--- src/rtl/rwg_pkg.sv ---
package rwg_pkg;

  // Longest waveform the generator serves; later indices give zero.
  localparam logic [20:0] MAX_SAMPLES = 21'd65536;

  // Fixed-point constants, Q28 (HALF_Q24 is in Q24)
  localparam logic [47:0] PI_Q28    = 48'd843314857;
  localparam logic [47:0] TAIL_Q28  = 48'd1207959552;
  localparam logic [28:0] LOG2E_Q28 = 29'd387270501;
  localparam logic [33:0] ONE_Q28   = 34'd268435456;
  localparam logic [27:0] HALF_Q28  = 28'd134217728;
  localparam logic [23:0] HALF_Q24  = 24'd8388608;

  // 2^(-k/16) in Q16, k = 0..16
  localparam logic [16:0] EXP2_TAB [17] = '{
    17'd65536, 17'd62757, 17'd60097, 17'd57549, 17'd55109, 17'd52773,
    17'd50535, 17'd48393, 17'd46341, 17'd44376, 17'd42495, 17'd40693,
    17'd38968, 17'd37316, 17'd35734, 17'd34219, 17'd32768
  };

  // Beat leaving the squaring front end
  typedef struct packed {
    logic        valid;
    logic        zero;
    logic [32:0] xx;
  } rwg_sq_t;

  // Beat leaving the exponential stage: exp value and polynomial factor
  typedef struct packed {
    logic        valid;
    logic        zero;
    logic        neg;
    logic [4:0]  n;
    logic [33:0] fmag;
    logic [16:0] v;
  } rwg_ex_t;

endpackage

--- src/rtl/rwg_scale.sv ---
module rwg_scale (
  input  logic             clk_i,
  input  logic             rst_ni,
  input  rwg_pkg::rwg_ex_t ex_i,
  output logic             strobe_o,
  output logic [15:0]      sample_value_o
);
  import rwg_pkg::*;

  logic        v7_q, v8_q, v9_q;
  logic        zero7_q, zero8_q;
  logic        neg7_q, neg8_q;
  logic [4:0]  n7_q;
  logic [50:0] mag7_q;
  logic [5:0]  sh;
  logic [50:0] shifted;
  logic [22:0] t8_q;
  logic [23:0] t_inc;
  logic [22:0] r;
  logic [15:0] val9_d, val9_q;

  // Advance the valid bits
  always_ff @(posedge clk_i or negedge rst_ni) begin
    if (!rst_ni) begin
      v7_q <= 1'b0;
      v8_q <= 1'b0;
      v9_q <= 1'b0;
    end else begin
      v7_q <= ex_i.valid;
      v8_q <= v7_q;
      v9_q <= v8_q;
    end
  end

  // Stage 8: scale by 2^-(28+n); the last rounding bit stays in bit 0
  assign sh      = 6'd28 + {1'b0, n7_q};
  assign shifted = mag7_q >> sh;

  // Stage 9: round the magnitude half up, saturate, drop tail and out-of-range samples
  assign t_inc = {1'b0, t8_q} + 24'd1;
  assign r     = t_inc[23:1];

  always_comb begin
    if (zero8_q) begin
      val9_d = 16'd0;
    end else if (neg8_q) begin
      val9_d = (r > 23'd32768) ? 16'h8000 : 16'(23'd0 - r);
    end else begin
      val9_d = (r > 23'd32767) ? 16'h7fff : r[15:0];
    end
  end

  always_ff @(posedge clk_i) begin
    mag7_q  <= 51'(ex_i.v) * 51'(ex_i.fmag);
    n7_q    <= ex_i.n;
    neg7_q  <= ex_i.neg;
    zero7_q <= ex_i.zero;

    t8_q    <= shifted[22:0];
    neg8_q  <= neg7_q;
    zero8_q <= zero7_q;

    val9_q  <= val9_d;
  end

  assign strobe_o       = v9_q;
  assign sample_value_o = val9_q;

endmodule

--- config.mk ---
export PLATFORM = sky130hd
export DESIGN_NAME = rwg_scale
export DESIGN_NICKNAME = d
export VERILOG_FILES = /design/src/rtl/rwg_pkg.sv /design/src/rtl/rwg_scale.sv
export SDC_FILE = /design/constraint.sdc
export NUM_CORES = 1
export LEC_CHECK = 0
export ABC_CLOCK_PERIOD_IN_PS = 8250
export BUFFER_PORTS_ARGS = -buffer_cell sky130_fd_sc_hd__buf_2
export CORE_MARGIN = 5
export CORE_UTILIZATION = 35
export CTS_CLUSTER_DIAMETER = 200
export DETAILED_ROUTE_END_ITERATION = 10
export GPL_ROUTABILITY_DRIVEN = 1
export HOLD_SLACK_MARGIN = 0.08
export PLACE_DENSITY = 0.51
export SYNTH_ARGS = -nofsm -noshare
export SYNTH_HDL_FRONTEND = slang
export SYNTH_SLANG_ARGS = --single-unit
--- constraint.sdc ---
create_clock -name clk_i -period 8.25 [get_ports clk_i]
set_input_delay 1.65 -clock clk_i [delete_from_list [all_inputs] [get_ports clk_i]]
set_output_delay 1.65 -clock clk_i [all_outputs]
set_load 0.1 [all_outputs]
### Word-level counts from Yosys, hierarchy flattened

Cells that the tools add are included.

* mux-type cells: 3
* bitwise operators: 0
* add/sub/neg operators: 3
* equal/unequal tests: 0
* shift-type cells: 1
* divide/modulo/power cells: 0
* order comparisons: 2
* reductions and logical operators: 0
* multiply operators: 1

Operator list (count)
* 17-bit by 34-bit multiplier with 51-bit output: 1
* 51-bit by 6-bit right shift with 23-bit output: 1
* 16-bit 2-to-1 mux: 3
* 23-bit by 1-bit adder with 24-bit output, second input constant: 1
* 23-bit by 15-bit greater-than comparator with 1-bit output, second input constant: 1
* 23-bit by 16-bit greater-than comparator with 1-bit output, second input constant: 1
* 1-bit by 16-bit subtractor with 16-bit output, first input constant: 1
* 5-bit by 5-bit adder with 6-bit output, first input constant: 1

* bits in registers: 102
* bits in writable memories: 0
* input bits: 61
* memory bits (read-only): 0
* word-level logic and storage cells: 21
* memories: 0
* latch bits: 0

### Longest topological paths before layout

* depth after elaboration: 4
* gate-level depth with buffers: 24
* mapped depth without buffers: 23

### Worst setup path before layout

Ideal clock, no wire load.

* kind: input -> register
* from: input ex_i[10] in the netlist's numbering
* to: register mag7_q[50]
* setup time: 121 ps
* path buffers: 2
* stages: 22
* arrival: 7406 ps
* path slack: 723 ps
* cell sequence: clkbuf_1 clkbuf_1 nand2_1 fa_1 inv_1 fa_1 fa_1 fa_1 fa_1 inv_1 fa_1 inv_1 ha_1 nand3_1 o211ai_1 a211oi_1 o41ai_1 a41oi_1 o211a_1 or4_1 o211a_1 xnor2_1

* longest elaborated chain between the ends: 1

RTL lines
* from (decl): line rwg_scale.sv:4 `input rwg_pkg::rwg_ex_t ex_i,`
* 17-bit by 34-bit multiplier with 51-bit output: line rwg_scale.sv:54 `mag7_q <= 51'(ex_i.v) * 51'(ex_i.fmag);`
* to (signal assigned): line rwg_scale.sv:54
* to (decl): line rwg_scale.sv:14 `logic [50:0] mag7_q;`

No other way between the ends.
A chain may end at the register's enable or synchronous reset.

### Final worst setup path

* from: input ex_i[2] in the netlist's numbering
* to: register mag7_q[48]

The elaborated chain is that of the path after synthesis.

==> impl_metrics.py <==
metrics = {
    "critical_path": {
        "critPathKind": "in -> reg",
        "end_kind": "register",
        "worstPathMaxFanout": 23,
        "regToRegSetupSlack_ps": 4700,
        "crit_required_ps": 8530,
        "startpoint": "ex_i[2]",
        "reg2reg_to": "sample_value_o[1]",
        "worstPathArrival_ps": 8060,
        "r2r_cells": 10,
        "r2r_start": "t8_q[1]",
        "critPathLaunchType": "input port",
    },
    "route": {
        "dr_total_vias": 15800,
        "wl_um": 56600,
        "viasPerCell": 4.89,
        "wl_per_cell_um": 17.5,
        "final_antenna_net_count": 0,
        "drc": 0,
        "drt_iter0_markers": 733,
        "first_pass_iters": 5,
    },
    "cts": {
        "insertion_delay_ps": 350,
        "clk_pin_slew_ps": 70,
        "clockBufferDepth": 2,
        "post_cts.repair.setup_buffers": 0,
        "cts_htree_levels": 3,
        "cts_hold_buf": 0,
        "root_buffer": "clkbuf_16",
        "cts_tree": "done",
        "clkSinkCount": 74,
        "cts_resized": 0,
        "cts_buffers": 9,
    },
    "timing": {
        "finalWorstSetupSlack_ps": 475,
        "slew_violations": 0,
        "whs_ps": 334,
        "tns_ps": 0,
        "rsz0062_at_grt": "no",
        "final.min_clock_period_ps": 7780,
        "timing.final.crit_share": 0.942,
        "tightestPinTransition_ps": 1140,
        "hold_viol_final": 0,
        "fmax_mhz": 129,
        "worst_clock_skew_ps": 8.14,
        "setup_viol": 0,
        "slew_headroom": 0.238,
    },
    "finish": {
        "nNetsFinal": 3114,
        "regArea_mm2": 0.00150,
        "multi_input_area_mm2": 0.0173,
        "final_util": 0.381,
        "drive_gt1_frac": 0.0762,
        "final_common_cell": "inv_1",
        "mostFrequentLayoutCells": "inv_1 (504), fa_1 (477), nand2_1 (421), and2_1 (222), ha_1 (126)",
        "area_growth_pct": 8.15,
        "fillers": 6270,
    },
    "global_route": {
        "antenna_found_initial": 1,
        "grt_pass1_vias": 17600,
        "grt_overflow_total": 0,
        "grt_pass1_wl_um": 94600,
        "grt_max_degree": 35,
        "track_usage": 0.177,
    },
    "min_path": {
        "min_to": "zero8_q",
        "worstHoldStart": "zero7_q",
        "hold_path_depth": 0,
        "worstHoldPathType": "reg -> reg",
    },
    "logic_synthesis": {
        "synth_ff_type": "dfxtp_1",
        "synth.cell_area_mm2": 0.0212,
        "synthCells": 2419,
        "synth_fp_nets": 3083,
        "async_flop_share": 0.0405,
        "ys_warn_count": 0,
        "synth_area_per_cell_um2": 8.76,
        "yosysSeqAreaShare": 0.0706,
        "ys_ff_latch": 74,
        "synth_edf_count": 0,
        "synthDistinctLibCells": 63,
    },
    "placement": {
        "gp_congestion": 0.825,
        "post-place-ws_ps": 105,
        "place_hpwl_um": 46300,
        "port_buffers": 77,
    },
    "floorplanning": {
        "die_w_um": 256,
        "row_count": 90,
        "die_h_um": 256,
        "initial_core_util": 0.352,
        "dieArea_mm2": 0.0655,
        "coreArea_mm2": 0.0601,
        "ios": 78,
    },
    "flow_run": {
        "cap_viol_max_count": 0,
    },
    "outcome": {
        "status": "finished, final reports clean",
    },
}
## sequential cells by signal, summed over array words and instances (netlist names)
name / cells
mag7_q: 23
n7_q: 5
neg7_q: 1
neg8_q: 1
sample_value_o: 16
strobe_o: 1
t8_q: 23
v7_q: 1
v8_q: 1
zero7_q: 1
zero8_q: 1
## metal layers
layer  global-route usage  share of wire  vias up
met1                0.245           0.46     8122
met5                    0        0.00023        -
li1                     -              -     7344
met3               0.0208          0.039       63
met4               0.0325          0.017        2
met2                0.305           0.49      308
## synthesized netlist by cell type, types with 24 or more instances
cell type,instances,area (um^2)
a21oi_1,74,370
and2_1,222,1390
clkbuf_1,112,420
dfxtp_1,71,1420
fa_1,477,9550
ha_1,126,1580
inv_1,504,1890
mux2i_1,26,260
nand2_1,421,1580
nor2_1,60,225
nor3_1,24,120
o21ai_0,40,200
xnor2_1,28,245
## metrics by stage
step	cells	instance area, um^2
6_report	3238	22900
5_1_grt	3237	22900
4_1_cts	3237	22900
3_5_place_dp	3221	22600
3_3_place_gp	3221	22600
2_1_floorplan	2419	21200
## critical path: stages
cell and delay [ps]:
buf_2 510, buf_4 320, nand2_1 150, fa_1 550, fa_1 460, fa_1 420, inv_1 70, fa_1 430
fa_1 560, fa_1 420, ha_1 310, nand4_1 140, or3_1 410, o211ai_1 110, a41oi_1 230, o211ai_1 480
o21ai_0 200, o41ai_1 440, xor2_1 180
## kinds of logic after synthesis
| kind of cell | count (synthesis) | share of synthesized area |
|---|---|---|
| flops | 74 | 0.0706 |
| simple gates | 823 | 0.186 |
| mux | 43 | 0.0272 |
| compound gates | 206 | 0.0613 |
| fa+ha+maj | 603 | 0.525 |
| xor+xnor | 47 | 0.0194 |
| buf+inv | 623 | 0.111 |
## area by class of cell
cell class,instances,share of cell area
clock inverter,7,0.00366
timing repair buffer,139,0.0388
antenna,1,0.000109
multi-input combinational,1722,0.757
inverter,504,0.0826
tap,782,0.0427
clock buffer,9,0.00983
sequential,74,0.0653
## how the worst max path moves through the flow
stage                     cells past startpoint         end
after floorplan                              22  mag7_q[50]
after global placement                       22  mag7_q[50]
after detailed placement                     21  mag7_q[48]
after CTS                                    21  mag7_q[50]
after global routing                         21  mag7_q[48]
final                                        19  mag7_q[48]
Power is not shown: default switching activity piles up to over one toggle a cycle in this logic, so the estimate is an artifact.
