==> src/rtl/rwg_pkg.sv <==
package rwg_pkg;

  // Longest waveform the generator serves; later indices give zero.
  localparam logic [20:0] MAX_SAMPLES = 21'd65536;

  // Fixed-point constants, Q28 (HALF_Q24 is in Q24)
  localparam logic [47:0] PI_Q28    = 48'd843314857;
  localparam logic [47:0] TAIL_Q28  = 48'd1207959552;
  localparam logic [28:0] LOG2E_Q28 = 29'd387270501;
  localparam logic [33:0] ONE_Q28   = 34'd268435456;
  localparam logic [27:0] HALF_Q28  = 28'd134217728;
  localparam logic [23:0] HALF_Q24  = 24'd8388608;

  // 2^(-k/16) in Q16, k = 0..16
  localparam logic [16:0] EXP2_TAB [17] = '{
    17'd65536, 17'd62757, 17'd60097, 17'd57549, 17'd55109, 17'd52773,
    17'd50535, 17'd48393, 17'd46341, 17'd44376, 17'd42495, 17'd40693,
    17'd38968, 17'd37316, 17'd35734, 17'd34219, 17'd32768
  };

  // Beat leaving the squaring front end
  typedef struct packed {
    logic        valid;
    logic        zero;
    logic [32:0] xx;
  } rwg_sq_t;

  // Beat leaving the exponential stage: exp value and polynomial factor
  typedef struct packed {
    logic        valid;
    logic        zero;
    logic        neg;
    logic [4:0]  n;
    logic [33:0] fmag;
    logic [16:0] v;
  } rwg_ex_t;

endpackage

==> src/rtl/rwg_front.sv <==
module rwg_front (
  input  logic            clk_i,
  input  logic            rst_ni,
  input  logic            in_valid_i,
  input  logic [15:0]     sample_index_i,
  input  logic [31:0]     x_step_i,
  output rwg_pkg::rwg_sq_t sq_o
);
  import rwg_pkg::*;

  logic        v1_q, v2_q, v3_q;
  logic        oor1_d, oor1_q;
  logic [47:0] p1_d, p1_q;
  logic [47:0] ax_d;
  logic        zero2_d, zero2_q, zero3_q;
  logic [30:0] ax2_q;
  logic [62:0] sq_sum;
  logic [32:0] xx3_d, xx3_q;

  // Advance the valid bits
  always_ff @(posedge clk_i or negedge rst_ni) begin
    if (!rst_ni) begin
      v1_q <= 1'b0;
      v2_q <= 1'b0;
      v3_q <= 1'b0;
    end else begin
      v1_q <= in_valid_i;
      v2_q <= v1_q;
      v3_q <= v2_q;
    end
  end

  // Stage 1: phase product, range check
  assign p1_d   = 48'(x_step_i) * 48'(sample_index_i);
  assign oor1_d = {5'd0, sample_index_i} >= MAX_SAMPLES;

  // Stage 2: distance from the wavelet center, tail check
  assign ax_d    = (p1_q >= PI_Q28) ? (p1_q - PI_Q28) : (PI_Q28 - p1_q);
  assign zero2_d = oor1_q | (ax_d > TAIL_Q28);

  // Stage 3: square with rounding; only values inside the tail matter
  assign sq_sum = 63'(ax2_q) * 63'(ax2_q) + 63'(HALF_Q28);
  assign xx3_d  = sq_sum[60:28];

  always_ff @(posedge clk_i) begin
    p1_q    <= p1_d;
    oor1_q  <= oor1_d;
    ax2_q   <= ax_d[30:0];
    zero2_q <= zero2_d;
    xx3_q   <= xx3_d;
    zero3_q <= zero2_q;
  end

  assign sq_o.valid = v3_q;
  assign sq_o.zero  = zero3_q;
  assign sq_o.xx    = xx3_q;

endmodule

==> config.mk <==
export PLATFORM = sky130hd
export DESIGN_NAME = rwg_front
export DESIGN_NICKNAME = d
export VERILOG_FILES = /design/src/rtl/rwg_pkg.sv /design/src/rtl/rwg_front.sv
export SDC_FILE = /design/constraint.sdc
export NUM_CORES = 2
export LEC_CHECK = 0
export ABC_CLOCK_PERIOD_IN_PS = 9000
export BUFFER_PORTS_ARGS = -buffer_cell sky130_fd_sc_hd__buf_4
export CORE_MARGIN = 2
export CORE_UTILIZATION = 50
export CTS_CLUSTER_DIAMETER = 120
export DETAILED_ROUTE_END_ITERATION = 12
export PLACE_DENSITY = 0.77
export SLEW_MARGIN = 20
export SYNTH_ARGS = -nofsm -noshare
export SYNTH_HDL_FRONTEND = slang
export SYNTH_SLANG_ARGS = --single-unit
==> constraint.sdc <==
create_clock -name clk_i -period 9 [get_ports clk_i]
set_clock_uncertainty 0.05 [all_clocks]
set_input_delay 2.7 -clock clk_i [delete_from_list [all_inputs] [get_ports clk_i]]
set_output_delay 2.7 -clock clk_i [all_outputs]
set_load 0.01 [all_outputs]
=== Word level (Yosys, flattened, before mapping) ===
Cells that the tools add are included.

* Input port bits: 51
* Word-level logic and storage cells: 16
* Output and inout bits: 35
* Register bits after elaboration: 117

* Magnitude comparators: 2
* Multiply operators: 2
* Multiplexer cells: 1
* Add/subtract/negate cells: 3

{| class="wikitable"
|+ Operators with widths
! kind !! number
|-
| $add 61x28->61 const B || 1
|-
| $mul 31x31->61 || 1
|-
| $ge 48x30->1 const B || 1
|-
| $gt 48x31->1 const B || 1
|-
| $mul 32x16->48 || 1
|-
| $mux 48 || 1
|-
| $sub 30x48->48 const A || 1
|-
| $sub 48x30->48 const B || 1
|}

=== Longest topological paths before layout ===
* Word-level depth: 3
* Gate-level depth with buffers: 32
* Mapped depth without buffers: 30

=== Worst setup path before layout ===
Ideal clock, no wire load.

* Path type: input -> register
* From: input port sample_index_i[1]
* To: register p1_q[43]
* Path buffers: 1
* Arrival time: 8.566 ns
* Path slack: 0.263 ns
* Required time: 8.830 ns
* Stages on the path: 25
* Setup time: 0.120 ns
* Cell sequence: clkbuf_1 nand2_1 fa_1 inv_1 fa_1 inv_1 fa_1 inv_1 fa_1 inv_1 fa_1 inv_1 fa_1 ha_1 o21ai_0 a211oi_1 o311ai_0 a21oi_1 and3b_1 o31ai_1 a21oi_1 o21ai_0 nand2_1 and2_1 xnor2_1

* Longest elaborated chain between the ends: 1

{| class="wikitable"
|+ RTL lines
! element !! line !! RTL
|-
| from (decl) || rwg_front.sv:5 || <nowiki>input logic [15:0] sample_index_i,</nowiki>
|-
| $mul 32x16->48 || rwg_front.sv:34 || <nowiki>assign p1_d = 48'(x_step_i) * 48'(sample_index_i);</nowiki>
|-
| via p1_d[43] || rwg_front.sv:13 || <nowiki>logic [47:0] p1_d, p1_q;</nowiki>
|-
| to (signal assigned) || rwg_front.sv:46 || <nowiki>p1_q <= p1_d;</nowiki>
|-
| to (decl) || rwg_front.sv:13 ||
|}

The timed path passes the listed nets, and every way through them passes these cells.

=== Worst setup path in the final report ===
* From: input port sample_index_i[5]
* To: register p1_q[46]

Same word-level chain as after synthesis.

==> impl_metrics.json <==
{
  "status": "finished clean",
  "ys_seq_elements": 117,
  "reg2reg_slack_ns": 0.56,
  "synth-edff-count": 0,
  "viasPerCell": 5.159,
  "pin_count": 86,
  "cp-end-kind": "flip-flop",
  "rsz0062_at_grt": "no",
  "drive_above_1_share_pct": 6.464,
  "worstHoldPathType": "reg -> reg",
  "synthToLayoutAreaGrowth_pct": 7.438,
  "worstPathRequired_ns": 9.34,
  "setup_viol": 0,
  "ctsHoldBuffers": 0,
  "htreeDepth": 4,
  "yosysWarnings": 0,
  "path_class": "in -> reg",
  "place.gp.congestion": 0.9399,
  "cts_root_buf": "clkbuf_16",
  "wl_per_cell_um": 17.06,
  "worstPathMaxFanout": 20,
  "whs_path_depth": 0,
  "ys_top_cells_by_area": "fa_1 (50%), inv_1 (11%), ha_1 (11%)",
  "ys_seq_area_share_pct": 5.079,
  "cts.path.max_buffers": 2,
  "clk_latency_ns": 0.46,
  "core_mm2": 0.09180,
  "hold_viol_final": 0,
  "r2r-start": "ax2_q[1]",
  "fin_crit_ns": 8.634,
  "drtAntennaViolNets": 0,
  "grt_pass1_wl_mm": 185.8,
  "synth_top_area_share_pct": 50.25,
  "synth_common_cells": "inv_1 (1401), fa_1 (1165), nand2_1 (669)",
  "synth_fp_nets": 6654,
  "arrival_ns": 8.97,
  "grt_use_total_pct": 24.52,
  "slew_violations": 0,
  "dp_hpwl_mm": 94.70,
  "worstMarginPinSlew_ns": 0.8617,
  "synth_top_area_cell": "fa_1",
  "period_share_pct": 95.93,
  "start_util_pct": 50.55,
  "min_from": "zero2_q",
  "rr_worst_depth": 29,
  "yosysMostFrequentCell": "inv_1",
  "die_h_um": 308.7,
  "fin_nets": 6742,
  "antenna_found_initial": 0,
  "async_flop_share_pct": 2.564,
  "first_global_vias": 36950,
  "grt_max_degree": 43,
  "synth_ff_type": "dfxtp_1",
  "cts_tree": "yes",
  "netlist_instances": 5020,
  "die_w_um": 308.7,
  "whs_ns": 0.2814,
  "holdPathEnd": "zero3_q",
  "cts_sinks": 117,
  "synthesis.area_mm2": 0.04641,
  "via_count": 32830,
  "avgSynthCellArea_um2": 9.245,
  "route.detailed.drc": 0,
  "reg2reg_to": "xx3_q[18]",
  "fmax_ghz": 0.1158,
  "max_cap_viol_count": 0,
  "cts_buffers": 17,
  "io_buffers": 85,
  "post_synth_num_cell_types": 76,
  "dr.pass1.iters": 6,
  "cts_setup_buffers": 0,
  "dieArea_mm2": 0.09527,
  "totalWireLength_mm": 108.6,
  "gr-total-overflow": 0,
  "path_clk_slew_ns": 0.06,
  "drt_iter0_markers": 1966,
  "rows": 111,
  "slew_headroom_pct": 42.47,
  "cp-start-kind": "input port"
}
==> worst max-delay path: stages <==
cell	delay [ns]
buf_4	0.25
buf_4	0.27
nand2_1	0.09
fa_1	0.51
inv_1	0.05
fa_1	0.49
inv_1	0.06
fa_1	0.49
fa_1	0.51
fa_1	0.49
inv_1	0.05
fa_1	0.43
ha_1	0.36
nand4_1	0.13
or2_2	0.34
nor2_1	0.16
o211ai_1	0.17
buf_4	0.19
a21oi_1	0.18
o21ai_0	0.10
buf_4	0.15
a31oi_1	0.22
buf_4	0.16
a21oi_1	0.07
o21ai_0	0.19
xor2_1	0.16
==> registers in the layout (all words and copies together), names as in the netlist <==
signal	cells
p1_q	48
xx3_q	33
ax2_q	31
v1_q	1
v2_q	1
v3_q	1
zero2_q	1
zero3_q	1
==> routing by layer <==
| metal | track usage, % | vias up | share of wire, % |
|---|---|---|---|
| met5 | 0 | - | 0 |
| met4 | 9.200 | 0 | 3.7 |
| met3 | 3.268 | 204 | 5.9 |
| met2 | 42.77 | 1137 | 50 |
| met1 | 31.13 | 16730 | 40 |
| li1 | - | 14770 | - |
==> final cells by class <==
cell class / count / area (µm²)
antenna: 1 / 2.502
fill: 7999 / 41940
clock inverter: 15 / 182.7
clock buffer: 17 / 425.4
inverter: 1401 / 5259
sequential: 117 / 2357
timing repair buffer: 265 / 2056
multi-input combinational: 3306 / 38020
tap: 1243 / 1555
==> worst max-delay path by stage <==
stage                      start  endpoint  slack (ns)  depth (start not counted)
2_1_floorplan  sample_index_i[1]  p1_q[43]        0.26                         25
3_3_place_gp   sample_index_i[5]  p1_q[43]       -0.09                         25
6_report       sample_index_i[5]  p1_q[46]        0.37                         26
4_1_cts        sample_index_i[5]  p1_q[47]        0.33                         25
5_1_grt        sample_index_i[5]  p1_q[46]       0.008                         26
3_5_place_dp   sample_index_i[5]  p1_q[47]       -0.15                         25
==> cells in the final DEF (no fill, tap or decap), drive strengths merged, types with 3 or more instances in the layout <==
| master | instances |
|---|---|
| and4 | 7 |
| o211ai | 3 |
| inv | 1411 |
| nor3 | 14 |
| ha | 418 |
| dfrtp | 3 |
| mux2i | 15 |
| nand4 | 15 |
| a21boi | 7 |
| and2 | 344 |
| nor2b | 13 |
| o21ai | 67 |
| clkbuf | 17 |
| o21a | 12 |
| nand3 | 23 |
| or3 | 8 |
| xnor2 | 80 |
| nor2 | 78 |
| nand2 | 669 |
| nor4 | 9 |
| a22oi | 3 |
| or2 | 13 |
| and3 | 8 |
| a21o | 60 |
| a21oi | 100 |
| a31oi | 22 |
| fa | 1165 |
| o21bai | 14 |
| o22ai | 3 |
| buf | 265 |
| a211o | 5 |
| nand2b | 11 |
| o31ai | 6 |
| or4 | 6 |
| mux2 | 3 |
| a211oi | 15 |
| nor4b | 3 |
| a2111oi | 4 |
| dfxtp | 114 |
| xor2 | 52 |
==> stage by stage <==
step / instance area, µm² / setup WS [ns] / cells / setup TNS, ns / util [%]
floorplan: 46410 / 0.2632 / 5020 / 0 / -
global placement: 49220 / -0.08700 / 6332 / -0.2664 / 53.61
detailed placement: 49220 / -0.1473 / 6332 / -0.6402 / 53.61
CTS: 49830 / 0.3301 / 6364 / 0 / 54.28
global route: 49860 / 0.008327 / 6364 / 0 / 54.31
finish: 49860 / 0.3659 / 6365 / 0 / 54.31
==> cell families (layout without fill, tap and decap cells) <==
family / after synthesis / in the layout / share of synthesized area [%]
compound gates: 342 / 342 / 4.715
simple gates: 1231 / 1231 / 12.74
other cells: 0 / 1 / 0
flops: 117 / 117 / 5.079
mux: 18 / 18 / 0.3963
buf+inv: 1597 / 1698 / 13.05
xor+xnor: 132 / 132 / 2.491
fa+ha+maj: 1583 / 1583 / 61.52
==> repair_timing <==
action / 4_1_cts / 5_1_grt
gates resized for setup: 1 / 5
pin swaps: 0 / 0
endpoints found under the setup margin: 1 / 6
Power is not shown: default switching activity piles up to over one toggle a cycle in this logic, so the estimate is an artifact.
