## config.mk

```make
export PLATFORM = sky130hd
export DESIGN_NAME = rwg_exp
export DESIGN_NICKNAME = d
export VERILOG_FILES = /design/src/rtl/rwg_pkg.sv /design/src/rtl/rwg_exp.sv
export SDC_FILE = /design/constraint.sdc
export NUM_CORES = 2
export LEC_CHECK = 0
export BUFFER_PORTS_ARGS = -buffer_cell sky130_fd_sc_hd__clkbuf_2
export CAP_MARGIN = 10
export CORE_ASPECT_RATIO = 1.75
export CORE_MARGIN = 10
export CORE_UTILIZATION = 40
export DETAILED_ROUTE_END_ITERATION = 10
export GPL_ROUTABILITY_DRIVEN = 0
export PLACE_DENSITY_LB_ADDON = 0.3
export SKIP_LAST_GASP = 1
export SLEW_MARGIN = 20
export SYNTH_ARGS = -nofsm -noshare
export SYNTH_HDL_FRONTEND = slang
export SYNTH_SLANG_ARGS = --single-unit
```

## constraint.sdc

```tcl
create_clock -name clk_i -period 10.5 [get_ports clk_i]
set_input_delay 0.525 -clock clk_i [delete_from_list [all_inputs] [get_ports clk_i]]
set_output_delay 0.525 -clock clk_i [all_outputs]
set_load 0.02 [all_outputs]
```

## src/rtl/rwg_pkg.sv

```systemverilog
package rwg_pkg;

  // Longest waveform the generator serves; later indices give zero.
  localparam logic [20:0] MAX_SAMPLES = 21'd65536;

  // Fixed-point constants, Q28 (HALF_Q24 is in Q24)
  localparam logic [47:0] PI_Q28    = 48'd843314857;
  localparam logic [47:0] TAIL_Q28  = 48'd1207959552;
  localparam logic [28:0] LOG2E_Q28 = 29'd387270501;
  localparam logic [33:0] ONE_Q28   = 34'd268435456;
  localparam logic [27:0] HALF_Q28  = 28'd134217728;
  localparam logic [23:0] HALF_Q24  = 24'd8388608;

  // 2^(-k/16) in Q16, k = 0..16
  localparam logic [16:0] EXP2_TAB [17] = '{
    17'd65536, 17'd62757, 17'd60097, 17'd57549, 17'd55109, 17'd52773,
    17'd50535, 17'd48393, 17'd46341, 17'd44376, 17'd42495, 17'd40693,
    17'd38968, 17'd37316, 17'd35734, 17'd34219, 17'd32768
  };

  // Beat leaving the squaring front end
  typedef struct packed {
    logic        valid;
    logic        zero;
    logic [32:0] xx;
  } rwg_sq_t;

  // Beat leaving the exponential stage: exp value and polynomial factor
  typedef struct packed {
    logic        valid;
    logic        zero;
    logic        neg;
    logic [4:0]  n;
    logic [33:0] fmag;
    logic [16:0] v;
  } rwg_ex_t;

endpackage

```

## src/rtl/rwg_exp.sv

```systemverilog
module rwg_exp (
  input  logic             clk_i,
  input  logic             rst_ni,
  input  rwg_pkg::rwg_sq_t sq_i,
  output rwg_pkg::rwg_ex_t ex_o
);
  import rwg_pkg::*;

  logic        v4_q, v5_q, v6_q;
  logic        zero4_q, zero5_q, zero6_q;
  logic        neg4_d, neg4_q, neg5_q, neg6_q;
  logic [33:0] xx2;
  logic [33:0] fmag4_d, fmag4_q, fmag5_q, fmag6_q;
  logic [61:0] y_sum;
  logic [32:0] y4_q;
  logic [4:0]  tidx;
  logic [4:0]  n5_q, n6_q;
  logic [16:0] tab0_d, tab1_d, tab0_q;
  logic [11:0] dlt_q;
  logic [23:0] rem_q;
  logic [35:0] ip;
  logic [16:0] val6_d, val6_q;

  // Advance the valid bits
  always_ff @(posedge clk_i or negedge rst_ni) begin
    if (!rst_ni) begin
      v4_q <= 1'b0;
      v5_q <= 1'b0;
      v6_q <= 1'b0;
    end else begin
      v4_q <= sq_i.valid;
      v5_q <= v4_q;
      v6_q <= v5_q;
    end
  end

  // Stage 4: exponent in base 2, and the factor 1 - 2x^2 as sign and magnitude
  assign y_sum   = 62'(sq_i.xx) * 62'(LOG2E_Q28) + 62'(HALF_Q28);
  assign xx2     = {sq_i.xx, 1'b0};
  assign neg4_d  = xx2 > ONE_Q28;
  assign fmag4_d = neg4_d ? (xx2 - ONE_Q28) : (ONE_Q28 - xx2);

  // Stage 5: table lookup on the fractional exponent
  assign tidx   = {1'b0, y4_q[27:24]};
  assign tab0_d = EXP2_TAB[tidx];
  assign tab1_d = EXP2_TAB[tidx + 5'd1];

  // Stage 6: linear interpolation between neighbors
  assign ip     = 36'(dlt_q) * 36'(rem_q) + 36'(HALF_Q24);
  assign val6_d = tab0_q - 17'(ip[35:24]);

  always_ff @(posedge clk_i) begin
    y4_q    <= y_sum[60:28];
    neg4_q  <= neg4_d;
    fmag4_q <= fmag4_d;
    zero4_q <= sq_i.zero;

    tab0_q  <= tab0_d;
    dlt_q   <= 12'(tab0_d - tab1_d);
    rem_q   <= y4_q[23:0];
    n5_q    <= y4_q[32:28];
    neg5_q  <= neg4_q;
    fmag5_q <= fmag4_q;
    zero5_q <= zero4_q;

    val6_q  <= val6_d;
    n6_q    <= n5_q;
    neg6_q  <= neg5_q;
    fmag6_q <= fmag5_q;
    zero6_q <= zero5_q;
  end

  assign ex_o.valid = v6_q;
  assign ex_o.zero  = zero6_q;
  assign ex_o.neg   = neg6_q;
  assign ex_o.n     = n6_q;
  assign ex_o.fmag  = fmag6_q;
  assign ex_o.v     = val6_q;

endmodule

```

Word-level counts from Yosys, hierarchy flattened
Memory sizes are Yosys's and may differ from the RTL's.
Index checks and enable logic that the tools add are counted.

operators by class
  add/sub/neg operators = 7
  $mul = 2
  divide/modulo/power cells = 0
  order comparisons = 3
  eq/ne operators = 0
  shift operators = 0
  muxes and demuxes = 5
  bitwise operators = 2
  reductions and logical operators = 0

operators with widths
  operator                                               count
  adder 61 x 28 -> 61 bit (second input constant)        1
  multiplier 33 x 29 -> 61 bit (second input constant)   1
  adder 36 x 24 -> 36 bit (second input constant)        1
  multiplier 12 x 24 -> 36 bit                           1
  > comparator 34 x 29 -> 1 bit (second input constant)  1
  two-way mux 17 bit                                     2
  two-way mux 34 bit                                     1
  subtractor 29 x 34 -> 34 bit (first input constant)    1
  subtractor 34 x 29 -> 34 bit (second input constant)   1
  two-way mux 12 bit                                     2
  subtractor 17 x 12 -> 17 bit                           1
  >= comparator 6 bit (second input constant)            2
  subtractor 12 bit                                      1
  inverter 4 -> 6 bit                                    1
  inverter 5 -> 6 bit                                    1
  adder 4 x 1 -> 5 bit (second input constant)           1

storage, ports and cells
  register bits after elaboration = 224
  bits in latches = 0
  bits in writable memories = 0
  bits in read-only memories = 1088
  input port bits = 37
  output and inout port bits = 59
  word-level logic and storage cells = 40
  memories = 2

memory list
  memory           depth  width  read ports  clocked after memory_dff  write ports  line           RTL
  (no name shown)  32     17     1           0                         0            rwg_exp.sv:46  assign tab1_d = EXP2_TAB[tidx + 5'd1];
  (no name shown)  32     17     1           0                         0            rwg_exp.sv:45  assign tab0_d = EXP2_TAB[tidx];

Longest topological paths before layout
  depth in word-level cells = 6
  depth in mapped cells = 31
  mapped depth without buffers = 30

Worst setup path after synthesis
No wires, ideal clock.

  path kind = register -> register
  from = register dlt_q[8]
  to = register val6_q[14]
  library setup time = 134 ps
  arrival time = 6714 ps
  required time = 10366 ps
  setup slack = 3652 ps
  cell stages (with the launch flop) = 29
  buffers on the path = 1
  clock period less this slack = 6848 ps
  cells stage by stage = dfxtp_1 > clkbuf_1 > nand2_1 > fa_1 > inv_1 > fa_1 > fa_1 > fa_1 > inv_1 > fa_1 > inv_1 > ha_1 > a21o_1 > a21o_1 > a21oi_1 > o311ai_0 > o22ai_1 > xnor2_1 > ha_1 > inv_1 > fa_1 > a21o_1 > a21oi_1 > nor2b_1 > o21ai_0 > a211oi_1 > o311a_1 > nor4_1 > xor2_1

between the ends
  longest elaborated chain between the ends = 3

ends and longest elaborated chain
  what                          line           RTL
  from (decl)                   rwg_exp.sv:19  logic [11:0] dlt_q;
  from (signal assigned)        rwg_exp.sv:59  dlt_q <= 12'(tab0_d - tab1_d);
  multiplier 12 x 24 -> 36 bit  rwg_exp.sv:49  assign ip = 36'(dlt_q) * 36'(rem_q) + 36'(HALF_Q24);
  adder 36 x 24 -> 36 bit       rwg_exp.sv:49
  subtractor 17 x 12 -> 17 bit  rwg_exp.sv:50  assign val6_d = tab0_q - 17'(ip[35:24]);
  via val6_d[14]                rwg_exp.sv:22  logic [16:0] val6_d, val6_q;
  to (signal assigned)          rwg_exp.sv:66  val6_q <= val6_d;
  to (decl)                     rwg_exp.sv:22

The timed path passes the listed nets, and every way through them passes these cells.

Worst setup path in the final report
  from = register dlt_q[1]
  to = register val6_q[16]

Same word-level chain as after synthesis.

==> impl_metrics.ini <==
[detailed_routing]
num_vias = 22400
remaining_drc_errors = 0
drt_iter0_markers = 841
firstDrtPassIters = 5
routed_wl_um = 86600
ant_nets = 0
avgRoutedWirePerCell_um = 19.2
viasPerCell = 4.97

[final_layout]
layout.nets = 4627
layout_common_cells = inv_1 (903), fa_1 (595), ha_1 (563)
design_area_mm2 = 0.0353
syn_to_final_growth_pct = 7.47
layout_commonest_cell = inv_1
num_antenna_cells = 0
drive_gt1_share_pct = 4.93

[die]
io_pins = 96
fp-row-count = 139
core_mm2 = 0.0817
start_util_pct = 40.2
die_h_um = 399
dieArea_mm2 = 0.0945
die_width_um = 237

[synthesis]
synthAdderAreaFrac_pct = 57.7
synth_area_per_cell_um2 = 9.73
yosysSeqAreaShare_pct = 13.5
synth.area.top_cells = fa_1 (36%), ha_1 (21%), dfxtp_1 (13%)
synthMuxAreaShare_pct = 0.263
synth_top_area_share_pct = 36.2
synth-compound-area-share_pct = 6.15
synth_nets = 4574
yosys.area_share.simple_pct = 8.21
yosys_warnings = 0
synth_top_family_by_area = adder cells
synthArstFlopShare_pct = 1.36
synth_xor_area_share_pct = 2.90
synth_ff_type = dfxtp_1
synth-edff-count = 0
yosys.area.top_type = fa_1
synth_area_mm2 = 0.0329
synthCells = 3379
ys_ff_latch = 221
synth_cell_types = 70

[cts]
cts_setup_buffers = 0
cts_inserted_buffers = 25
clock_latency_ns = 0.60
clk_path_buf_depth = 3
cts.repair.resized = 0
cts.sinks = 221
clkTransAtPathRegs_ns = 0.07
cts_tree = done
hold_buffers = 2
htreeDepth = 1
cts-root-buf = clkbuf_16

[global_route]
grt_max_degree = 36
grt_overflow = 0
grt_pass1_vias = 25400
antenna_found_initial = 0
grt_first_pass_wirelength_um = 138000
grt.total_usage_pct = 18.7

[worst_setup_path]
worst_setup_path_end_kind = flip-flop
startpoint_type = flip-flop
cp.arrival_ns = 8.55
path_max_fanout = 14
path_common_cell = fa_1
worstPathRequired_ns = 11.03
r2r_start = dlt_q[1]$_DFF_P_
worstSetupPathType = reg2reg
slowest_delay_ns = 0.70
cp_num_buf_inv = 4
cp_slowest_cell = dfxtp_1
timing.rr.end = val6_q[16]$_DFF_P_
reg2reg_slack_ns = 2.47
critPathTopFamily = adder cells
reg2reg_depth = 28

[worst_hold_path]
hp-class = in2reg
holdPathStages = 1
min_from = sq_i[34]
holdPathEnd = v4_q$_DFF_PN0_

[sta]
maxSlewHeadroom_pct = 35.0
fin_crit_ns = 8.03
fin_tns_setup_ns = 0
finalSetupViolCount = 0
fin_skew_ns = 0.0462
post-route-period-util_pct = 76.4
tightest_slew_ns = 0.973
drv_slew = 0
rsz0062_at_grt = no
final.setup.worst_slack_ns = 2.47
hold_viol_final = 0
fmax_ghz = 0.125

[place]
post-dp-hpwl_um = 74400
placed_area_mm2 = 0.0344
pre_cts_ws_ns = 2.18
port_buffers = 94

[flow_run]
drv_cap = 0

[outcome]
status = finished, final reports clean
[registers in the layout (all words and copies together), names as in the netlist, 5 cells and up]
signal	cells
tab0_q	17
fmag6_q	33
val6_q	17
n5_q	5
y4_q	33
n6_q	5
dlt_q	12
rem_q	24
fmag4_q	33
fmag5_q	33
[logic make-up (layout without fill, tap and decap cells)]
kind of cell / after synthesis / after routing
AND/OR/NAND/NOR: 576 / 576
adder cells (fa/ha/maj): 1158 / 1158
AO/OA/AOI/OAI: 321 / 321
flip-flops: 221 / 221
other: 1 / 1
XOR/XNOR: 109 / 109
multiplexers: 7 / 7
buffers and inverters: 986 / 1058
[stage by stage]
stage,instances,hold slack (ns),utilization (%)
floorplan,3379,0.229,-
global placement,4460,0.310,42.1
detailed placement,4460,0.312,42.1
CTS,4508,0.0344,43.2
global route,4508,0.0479,43.2
finish,4508,0.0617,43.2
[area by class of cell]
cell class / count / area (um2)
clock buffers: 27 / 653
well taps: 1057 / 1320
fillers: 7999 / 46400
flip-flops and latches: 221 / 4440
inverters: 903 / 3390
repair buffers: 109 / 588
clock inverters: 19 / 218
multi-input cells: 2172 / 24700
[how the worst max path moves through the flow]
| stage | from | to | slack [ns] | depth (start not counted) |
|---|---|---|---|---|
| final | dlt_q[1]$_DFF_P_ | val6_q[16]$_DFF_P_ | 2.47 | 28 |
| after global routing | dlt_q[1]$_DFF_P_ | val6_q[11]$_DFF_P_ | 1.91 | 27 |
| after CTS | dlt_q[4]$_DFF_P_ | val6_q[16]$_DFF_P_ | 2.13 | 28 |
| after detailed placement | dlt_q[4]$_DFF_P_ | val6_q[16]$_DFF_P_ | 2.18 | 28 |
| after global placement | dlt_q[4]$_DFF_P_ | val6_q[16]$_DFF_P_ | 2.21 | 28 |
| after floorplan | dlt_q[8]$_DFF_P_ | val6_q[14]$_DFF_P_ | 3.65 | 28 |
[layer usage]
metal	up-vias	routed length [um]	GRT usage, %
met5	-	0	0
met4	0	5130	10.0
met3	216	2720	1.90
met2	461	47300	36.4
met1	11300	31500	19.2
li1	10400	-	-
[synth_stat cells, drive strengths merged, types with 7 or more instances]
cell,number
nand2,279
nor3,21
nor2b,17
buf,10
o211ai,14
a21o,29
nand4,19
xor2,22
a21boi,8
ha,563
nand3,24
nand2b,7
o21a,10
nor4,10
fa,595
and3,10
inv,903
o21ai,71
o21bai,11
a31oi,15
clkbuf,73
xnor2,87
and2,87
nor2,79
a211oi,14
dfxtp,218
a21oi,104
Power is left out: the tool's default activity adds up to more than one toggle a clock period on the data nets, which glitch-free logic cannot reach.
